--- src/hdl/spsort_pkg.sv ---
// ----------------------------------------------------------------------------
// spsort_pkg
// Shared codes and controller/datapath interface types of the sprite sorter.
// ----------------------------------------------------------------------------
package spsort_pkg;

  localparam logic CMD_UPDATE = 1'b0;
  localparam logic CMD_LIST   = 1'b1;

  localparam logic [15:0] KEY_IDLE = 16'hFFFF;
  localparam int          X_SHIFT  = 8;

  typedef struct packed {
    logic load_upd;
    logic load_list;
    logic det;
    logic seek;
    logic walk_step;
    logic link1;
    logic link2;
    logic emit;
  } spsort_ctl_t;

  typedef struct packed {
    logic s_ok;
    logic cur_ok;
    logic key_le;
    logic fin;
    logic out_free;
  } spsort_sts_t;

endpackage

--- src/hdl/sprite_priority_sorter_top.sv ---
// ----------------------------------------------------------------------------
// sprite_priority_sorter_top
// Keeps sprites in a doubly linked list sorted by {x, index}; lists on demand.
// ----------------------------------------------------------------------------
//  channel | direction | handshake             | fields
//  in      | input     | in_valid_i/in_stall_o | command_i, sprite_index_i,
//          |           |                       | x_position_i
//  out     | output    | out_valid_o/out_stall_i | sprite_out_o, last_o
//
//  Update: detach, seek, walk past the k sprites ahead of the new place
//  (k up to SPRITE_COUNT - 1), then relink; one walk step per cycle, paced
//  by the registered key/link memory read. Out-of-range update: dropped.
//  List: one item per cycle, SPRITE_COUNT items, slowed by out_stall_i.
//  Reset clears the link/key valid bits; memories need no clearing pass.
// ----------------------------------------------------------------------------
module sprite_priority_sorter_top import spsort_pkg::*; #(
  parameter int unsigned SPRITE_COUNT = 40
) (
  input  logic       clk_i,
  input  logic       rst_ni,
  input  logic       in_valid_i,
  output logic       in_stall_o,
  input  logic       command_i,
  input  logic [5:0] sprite_index_i,
  input  logic [7:0] x_position_i,
  output logic       out_valid_o,
  input  logic       out_stall_i,
  output logic [5:0] sprite_out_o,
  output logic       last_o
);

  spsort_ctl_t ctl;
  spsort_sts_t sts;

  spsort_ctrl u_ctrl (
    .clk_i      (clk_i),
    .rst_ni     (rst_ni),
    .in_valid_i (in_valid_i),
    .command_i  (command_i),
    .in_stall_o (in_stall_o),
    .sts_i      (sts),
    .ctl_o      (ctl)
  );

  spsort_dp #(
    .SPRITE_COUNT (SPRITE_COUNT)
  ) u_dp (
    .clk_i          (clk_i),
    .rst_ni         (rst_ni),
    .ctl_i          (ctl),
    .sts_o          (sts),
    .sprite_index_i (sprite_index_i),
    .x_position_i   (x_position_i),
    .out_valid_o    (out_valid_o),
    .out_stall_i    (out_stall_i),
    .sprite_out_o   (sprite_out_o),
    .last_o         (last_o)
  );

endmodule

--- src/hdl/spsort_ctrl.sv ---
// ----------------------------------------------------------------------------
// spsort_ctrl
// Sequencer: accepts one item, then steps detach, seek, walk, relink or list.
// ----------------------------------------------------------------------------
module spsort_ctrl import spsort_pkg::*; (
  input  logic        clk_i,
  input  logic        rst_ni,
  input  logic        in_valid_i,
  input  logic        command_i,
  output logic        in_stall_o,
  input  spsort_sts_t sts_i,
  output spsort_ctl_t ctl_o
);

  localparam logic [2:0] ST_IDLE  = 3'd0;
  localparam logic [2:0] ST_DET   = 3'd1;
  localparam logic [2:0] ST_SEEK  = 3'd2;
  localparam logic [2:0] ST_WALK  = 3'd3;
  localparam logic [2:0] ST_LINK1 = 3'd4;
  localparam logic [2:0] ST_LINK2 = 3'd5;
  localparam logic [2:0] ST_LIST  = 3'd6;

  logic [2:0] state_q, state_d;
  logic       accept;

  assign in_stall_o = (state_q != ST_IDLE);
  assign accept     = in_valid_i && !in_stall_o;

  always_comb begin
    state_d = state_q;
    ctl_o   = '0;
    unique case (state_q)
      ST_IDLE: begin
        if (accept) begin
          if (command_i == CMD_LIST) begin
            ctl_o.load_list = 1'b1;
            state_d         = ST_LIST;
          end else if (sts_i.s_ok) begin
            ctl_o.load_upd = 1'b1;
            state_d        = ST_DET;
          end
        end
      end
      ST_DET: begin
        ctl_o.det = 1'b1;
        state_d   = ST_SEEK;
      end
      ST_SEEK: begin
        ctl_o.seek = 1'b1;
        state_d    = ST_WALK;
      end
      ST_WALK: begin
        if (sts_i.cur_ok && sts_i.key_le) begin
          ctl_o.walk_step = 1'b1;
        end else begin
          state_d = ST_LINK1;
        end
      end
      ST_LINK1: begin
        ctl_o.link1 = 1'b1;
        state_d     = ST_LINK2;
      end
      ST_LINK2: begin
        ctl_o.link2 = 1'b1;
        state_d     = ST_IDLE;
      end
      ST_LIST: begin
        if (sts_i.out_free) begin
          ctl_o.emit = 1'b1;
          if (sts_i.fin) begin
            state_d = ST_IDLE;
          end
        end
      end
      default: begin
        state_d = ST_IDLE;
      end
    endcase
  end

  always_ff @(posedge clk_i or negedge rst_ni) begin
    if (!rst_ni) begin
      state_q <= ST_IDLE;
    end else begin
      state_q <= state_d;
    end
  end

endmodule

--- src/hdl/spsort_dp.sv ---
// ----------------------------------------------------------------------------
// spsort_dp
// Key and link memories, walk cursor, head pointer and output register.
// ----------------------------------------------------------------------------
module spsort_dp import spsort_pkg::*; #(
  parameter int unsigned SPRITE_COUNT = 40
) (
  input  logic        clk_i,
  input  logic        rst_ni,
  input  spsort_ctl_t ctl_i,
  output spsort_sts_t sts_o,
  input  logic [5:0]  sprite_index_i,
  input  logic [7:0]  x_position_i,
  output logic        out_valid_o,
  input  logic        out_stall_i,
  output logic [5:0]  sprite_out_o,
  output logic        last_o
);

  localparam int IW = $clog2(SPRITE_COUNT);
  localparam int LW = $clog2(SPRITE_COUNT + 1);
  localparam logic [LW-1:0] LINK_END = LW'(SPRITE_COUNT);
  localparam logic [LW-1:0] LAST_CNT = LW'(SPRITE_COUNT - 1);

  logic [LW-1:0] next_mem [SPRITE_COUNT];
  logic [LW-1:0] prev_mem [SPRITE_COUNT];
  logic [15:0]   key_mem  [SPRITE_COUNT];

  logic [SPRITE_COUNT-1:0] next_vld_q, prev_vld_q, key_vld_q;
  logic                    next_vq, prev_vq, key_vq;
  logic [LW-1:0]           next_rq, prev_rq;
  logic [15:0]             key_rq;
  logic [IW-1:0]           rd_addr, rd_addr_q;

  logic [LW-1:0] next_rd, prev_rd, next_rst, prev_rst;
  logic [15:0]   key_rd;

  logic [LW-1:0] cur_q, cur_d, prior_q, prior_d, head_q, head_d, cnt_q, cnt_d;
  logic [LW-1:0] s_q, s_in;
  logic [15:0]   key_q, key_in;

  logic          nw_en, pw_en, kw_en;
  logic [IW-1:0] nw_addr, pw_addr, kw_addr;
  logic [LW-1:0] nw_data, pw_data;

  logic       out_valid_q;
  logic [5:0] out_sprite_q;
  logic       out_last_q;

  assign s_in   = LW'(sprite_index_i);
  assign key_in = (16'(x_position_i) << X_SHIFT) | 16'(sprite_index_i);

  // unwritten entries read as their reset values
  assign next_rst = LW'(rd_addr_q) + LW'(1);
  assign prev_rst = (rd_addr_q == '0) ? LINK_END : LW'(rd_addr_q) - LW'(1);
  assign next_rd  = next_vq ? next_rq : next_rst;
  assign prev_rd  = prev_vq ? prev_rq : prev_rst;
  assign key_rd   = key_vq  ? key_rq  : KEY_IDLE;

  assign sts_o.s_ok     = {1'b0, sprite_index_i} < 7'(SPRITE_COUNT);
  assign sts_o.cur_ok   = cur_q < LINK_END;
  assign sts_o.key_le   = key_rd <= key_q;
  assign sts_o.fin      = (next_rd >= LINK_END) || (cnt_q == LAST_CNT);
  assign sts_o.out_free = !out_valid_q || !out_stall_i;

  always_comb begin
    cur_d   = cur_q;
    prior_d = prior_q;
    cnt_d   = cnt_q;
    if (ctl_i.load_upd) begin
      cur_d = s_in;
    end else if (ctl_i.load_list) begin
      cur_d = head_q;
      cnt_d = '0;
    end else if (ctl_i.seek) begin
      cur_d   = head_q;
      prior_d = LINK_END;
    end else if (ctl_i.walk_step) begin
      prior_d = cur_q;
      cur_d   = next_rd;
    end else if (ctl_i.emit) begin
      cur_d = next_rd;
      cnt_d = cnt_q + LW'(1);
    end
  end

  assign rd_addr = (cur_d < LINK_END) ? cur_d[IW-1:0] : '0;

  always_comb begin
    nw_en   = 1'b0;
    nw_addr = '0;
    nw_data = '0;
    pw_en   = 1'b0;
    pw_addr = '0;
    pw_data = '0;
    kw_en   = 1'b0;
    kw_addr = s_q[IW-1:0];
    head_d  = head_q;
    if (ctl_i.det) begin
      kw_en = 1'b1;
      if (prev_rd < LINK_END) begin
        nw_en   = 1'b1;
        nw_addr = prev_rd[IW-1:0];
        nw_data = next_rd;
      end else begin
        head_d = next_rd;
      end
      if (next_rd < LINK_END) begin
        pw_en   = 1'b1;
        pw_addr = next_rd[IW-1:0];
        pw_data = prev_rd;
      end
    end else if (ctl_i.link1) begin
      nw_en   = 1'b1;
      nw_addr = s_q[IW-1:0];
      nw_data = cur_q;
      pw_en   = 1'b1;
      pw_addr = s_q[IW-1:0];
      pw_data = prior_q;
      if (prior_q >= LINK_END) begin
        head_d = s_q;
      end
    end else if (ctl_i.link2) begin
      if (prior_q < LINK_END) begin
        nw_en   = 1'b1;
        nw_addr = prior_q[IW-1:0];
        nw_data = s_q;
      end
      if (cur_q < LINK_END) begin
        pw_en   = 1'b1;
        pw_addr = cur_q[IW-1:0];
        pw_data = s_q;
      end
    end
  end

  always_ff @(posedge clk_i) begin
    next_rq <= next_mem[rd_addr];
    prev_rq <= prev_mem[rd_addr];
    key_rq  <= key_mem[rd_addr];
    if (nw_en) begin
      next_mem[nw_addr] <= nw_data;
    end
    if (pw_en) begin
      prev_mem[pw_addr] <= pw_data;
    end
    if (kw_en) begin
      key_mem[kw_addr] <= key_q;
    end
  end

  always_ff @(posedge clk_i) begin
    rd_addr_q <= rd_addr;
    if (ctl_i.load_upd) begin
      s_q   <= s_in;
      key_q <= key_in;
    end
    if (ctl_i.emit) begin
      out_sprite_q <= 6'(cur_q);
      out_last_q   <= sts_o.fin;
    end
  end

  always_ff @(posedge clk_i or negedge rst_ni) begin
    if (!rst_ni) begin
      next_vld_q  <= '0;
      prev_vld_q  <= '0;
      key_vld_q   <= '0;
      next_vq     <= 1'b0;
      prev_vq     <= 1'b0;
      key_vq      <= 1'b0;
      cur_q       <= '0;
      prior_q     <= LINK_END;
      head_q      <= '0;
      cnt_q       <= '0;
      out_valid_q <= 1'b0;
    end else begin
      next_vq <= next_vld_q[rd_addr];
      prev_vq <= prev_vld_q[rd_addr];
      key_vq  <= key_vld_q[rd_addr];
      if (nw_en) begin
        next_vld_q[nw_addr] <= 1'b1;
      end
      if (pw_en) begin
        prev_vld_q[pw_addr] <= 1'b1;
      end
      if (kw_en) begin
        key_vld_q[kw_addr] <= 1'b1;
      end
      cur_q   <= cur_d;
      prior_q <= prior_d;
      head_q  <= head_d;
      cnt_q   <= cnt_d;
      if (ctl_i.emit) begin
        out_valid_q <= 1'b1;
      end else if (!out_stall_i) begin
        out_valid_q <= 1'b0;
      end
    end
  end

  assign out_valid_o  = out_valid_q;
  assign sprite_out_o = out_sprite_q;
  assign last_o       = out_last_q;

  a_head_in_range: assert property (@(posedge clk_i) disable iff (!rst_ni)
    head_q < LINK_END)
    else $error("head pointer out of range");

  a_cnt_in_range: assert property (@(posedge clk_i) disable iff (!rst_ni)
    cnt_q <= LINK_END)
    else $error("listing ran past the sprite count");

  a_det_no_self_link: assert property (@(posedge clk_i) disable iff (!rst_ni)
    ctl_i.det |-> (next_rd != cur_q) && (prev_rd != cur_q))
    else $error("detached sprite links to itself");

  a_emit_only_free: assert property (@(posedge clk_i) disable iff (!rst_ni)
    ctl_i.emit |-> sts_o.out_free)
    else $error("item emitted over a held output");

endmodule
--- config.mk ---
export PLATFORM = sky130hd
export DESIGN_NAME = sprite_priority_sorter_top
export DESIGN_NICKNAME = d
export VERILOG_FILES = /design/src/hdl/spsort_pkg.sv /design/src/hdl/sprite_priority_sorter_top.sv /design/src/hdl/spsort_ctrl.sv /design/src/hdl/spsort_dp.sv
export SDC_FILE = /design/constraint.sdc
export NUM_CORES = 2
export LEC_CHECK = 0
export ABC_AREA = 1
export BUFFER_PORTS_ARGS = -buffer_cell sky130_fd_sc_hd__buf_2
export CORE_ASPECT_RATIO = 0.6
export CORE_MARGIN = 2
export CORE_UTILIZATION = 45
export CTS_BUF_LIST = sky130_fd_sc_hd__clkbuf_8
export CTS_CLUSTER_DIAMETER = 150
export DETAILED_ROUTE_END_ITERATION = 7
export PLACE_DENSITY = 0.65
export SLEW_MARGIN = 20
export SYNTH_ARGS = -nofsm -noshare
export SYNTH_HDL_FRONTEND = slang
export SYNTH_SLANG_ARGS = --single-unit
export TNS_END_PERCENT = 10
--- constraint.sdc ---
create_clock -name clk_i -period 3.8 [get_ports clk_i]
set_input_delay 0.76 -clock clk_i [delete_from_list [all_inputs] [get_ports clk_i]]
set_output_delay 0.76 -clock clk_i [all_outputs]
set_load 0.1 [all_outputs]
==> results by group <==
Status
  • Status: finished, violations left
  • Violated checks: setup timing

STA
  • Fmax: 0.2477 GHz
  • Worst-margin pin slew: 1.077 ns
  • Setup total negative slack: -4.582 ns
  • Hold Fails Final Rpt: 0
  • Slew margin rel.: 0.2819
  • Tmin final: 4.037 ns
  • RSZ-0062 raised after global routing: true
  • Final setup viols: 29
  • Fin worst setup slack: -0.2374 ns
  • Clock Skew: 0.06550 ns
  • Final Max Slew Viols: 0
  • Period utilisation layout: 1.062

Clocking
  • Total clock buffers created by CTS: 181
  • Root Buffer: clkbuf_8
  • Clock tree buffer depth: 3
  • Num Clock Sinks: 1244
  • CTS tree: built
  • Worst-path clk slew: 0.07 ns
  • Skew-Pair Late Insertion Delay: 0.95 ns
  • CTS H-tree depth: 4

Layout
  • Commonest non-fill, non-tap cells in the layout: 1061 x edfxtp_1, 815 x nand3_1, 655 x inv_1
  • Nets: 5542
  • Register area: 36280 µm²
  • Most common cell after layout, fill and taps aside: edfxtp_1
  • Post-Layout Cell Count: 7260
  • Area of the multi-input gates: 16240 µm²
  • Area Overhead vs Synth: 24.16%
  • Layout fillers: 9801
  • Layout cells sized above 1: 0.2205

Logic synthesis
  • Ys flop type: edfxtp_1
  • Cell taking the most area after synthesis: edfxtp_1
  • Post-synthesis sequential area ratio: 0.6702
  • Synthesized area: 54140 µm²
  • FF+latch count, synth: 1244
  • Ys async rst share: 0.1214
  • Multiplexer area fraction after synthesis: 0
  • Post-Synth Simple-Gate Area: 0.2067
  • Post-synth EDFFs: 1061
  • Top cell type's share of synthesized area: 0.5885
  • Largest family of logic cells by synthesized area: simple AND/OR/NAND/NOR gates
  • Syn avg cell area: 10.76 µm²
  • Ys Warns: 0
  • Synth Area in Compound Gates: 0.04856
  • Cells after synthesis: 5033
  • Synth top area cells: edfxtp_1 59%, nand3_1 9.4%, dfrtp_1 6.9%
  • Mapped Nets: 5070
  • Adder-Cell Fraction of Synth Area: 0.004160
  • Synth cell types: 49
  • Xor-xnor portion of the synthesized cell area: 0.0006471

GRT
  • Grt ovf: 0
  • Vias in the first global route: 37570
  • Largest net degree at the start of global routing: 74
  • Initial antenna violation count: 7
  • Overall Global Routing Usage: 0.2652
  • Global-route wire length before repair: 242600 µm

Job
  • Max Cap Violations: 0

Detailed routing
  • Final ANT Viol Nets: 0
  • Vias: 41180
  • Detailed-route wire length: 175000 µm
  • Number of iterations in the first detailed-routing pass: 8
  • Drc violations: 0
  • Avg WL per Cell: 24.10 µm
  • Via density: 5.672
  • DRT iter0 DRCs: 5657

Floorplan
  • Core area: 119200 µm²
  • I/O pin cnt: 28
  • Die W: 451.8 µm
  • Rows: 98
  • Initial core utilization: 0.4542
  • Die Y: 272.7 µm
  • Die area: 123200 µm²

Placement
  • DP HPWL: 104900 µm
  • Port bufs: 27
  • Placed cell count: 6786
  • Final GP Congestion: 0.9635

Worst setup path
  • Worst Setup Start Kind: register
  • Data arrival, critical path: 4.82 ns
  • Critical path capture point type: register
  • Required @ worst endpoint: 4.58 ns
  • CP Class: reg -> reg
  • Critical path peak fanout: 8

Worst hold path
  • HP Class: in -> reg
[Yosys cell counts (3+ instances only)]
master and number:
dfrtp_1 149, nor2_4 4, buf_1 8, ha_1 18
buf_2 167, nand3b_1 156, o211ai_1 7, edfxtp_1 1061
nand2_2 14, nand3_1 1021, o21ai_1 11, or2_2 86
a31oi_1 7, xor2_1 4, clkbuf_1 105, inv_2 12
buf_6 16, inv_1 590, o221ai_1 62, nor3_1 4
buf_4 7, o21ai_0 318, nor2_1 610, a21oi_1 32
o21a_1 3, dfxtp_1 32, o22ai_1 4, nand2_1 497
[layout make-up]
class	instances	area share
Timing Repair Buffer	587	0.1023
Inverter	604	0.03438
Timing Repair inverter	2	0.0003537
Multi-Input combinational cell	2885	0.2415
Sequential cell	1244	0.5398
Antenna cell	4	0.0001489
Clock buffer	196	0.04013
Clock inverter	138	0.01156
Tap cell	1600	0.02978
[state kept, by name, indices dropped and copies added (netlist names), 3 cells and up]
| name | count |
|---|---|
| u_dp.prev_vld_q | 40 |
| u_dp.sprite_out_o | 6 |
| u_dp.prior_q | 6 |
| u_dp.cnt_q | 6 |
| u_dp.next_vld_q | 40 |
| u_dp.key_rq | 14 |
| u_ctrl.state_q | 3 |
| u_dp.key_mem | 560 |
| u_dp.next_rq | 6 |
| u_dp.cur_q | 6 |
| u_dp.prev_mem | 240 |
| u_dp.rd_addr_q | 6 |
| u_dp.kw_addr | 5 |
| u_dp.prev_rq | 6 |
| u_dp.next_mem | 240 |
| u_dp.head_q | 6 |
| u_dp.key_q | 9 |
| u_dp.key_vld_q | 40 |
[timing repair]
item,4_1_cts,5_1_grt
hold buffers,12,0
pin swaps,21,103
gates cloned,11,35
setup buffers,12,66
endpoints found under the hold margin,81,0
endpoints found under the setup margin,29,177
gates resized for setup,137,439
[through the flow]
step / util / setup slack, ns / hold WS, ns / instance area, µm²
after floorplan: - / 0.2234 / 0.4274 / 54140
after global placement: 0.4969 / -0.6002 / 0.4377 / 59220
after detailed placement: 0.4969 / -0.6262 / 0.4432 / 59220
after CTS: 0.5359 / -0.1657 / 0.0005428 / 63870
after global routing: 0.5639 / -0.3780 / 0.06196 / 67210
final: 0.5640 / -0.2374 / 0.08749 / 67220
[worst paths after layout]
kind                                    from                end  slack (ns)  cells after the start
max                              u_dp.key_vq     u_dp.key_rq[9]       -0.24                     26
min                        sprite_index_i[0]    u_dp.kw_addr[0]        0.09                      1
max reg2reg                      u_dp.key_vq     u_dp.key_rq[9]       -0.24                     26
min reg2reg                u_dp.key_vld_q[0]  u_dp.key_vld_q[0]        0.46                      2
max in group asynchronous             rst_ni    u_dp.prior_q[3]        2.56                      3
min in group asynchronous             rst_ni   u_dp.out_valid_o        0.39                      2
[kinds of logic after synthesis]
group                    Yosys count
XOR/XNOR                           4
adder cells (fa/ha/maj)           18
buffers and inverters            908
flip-flops                      1244
AO/OA/AOI/OAI                    459
AND/OR/NAND/NOR                 2400
[worst max-delay path: stages (launching register included)]
cell	delay, ns
dfrtp_2	0.44
clkinvlp_4	0.19
or2_4	0.29
ha_4	0.28
nand3_4	0.07
nor2_4	0.13
buf_4	0.11
nand4_1	0.09
nand2_2	0.10
nand2_4	0.08
nand2_8	0.12
inv_2	0.04
nand2_1	0.06
nand3_2	0.08
a21oi_4	0.21
nand2_8	0.13
buf_6	0.16
nand2_8	0.11
buf_12	0.17
clkinv_16	0.09
buf_16	0.16
nand3_1	0.08
nand3_1	0.20
nand3_4	0.19
nand3_2	0.10
nand3_1	0.09
nand2_1	0.06
[layer usage]
layer	routed length, µm	up-vias	global-route usage	part of all wire
li1	-	18300	-	-
met1	76620	19970	0.4076	0.44
met2	66390	2685	0.3290	0.38
met3	29230	222	0.1249	0.17
met4	2715	0	0.06487	0.016
met5	0	-	0	0
Power is not shown: default switching activity piles up to over one toggle a cycle in this logic, so the estimate is an artifact.
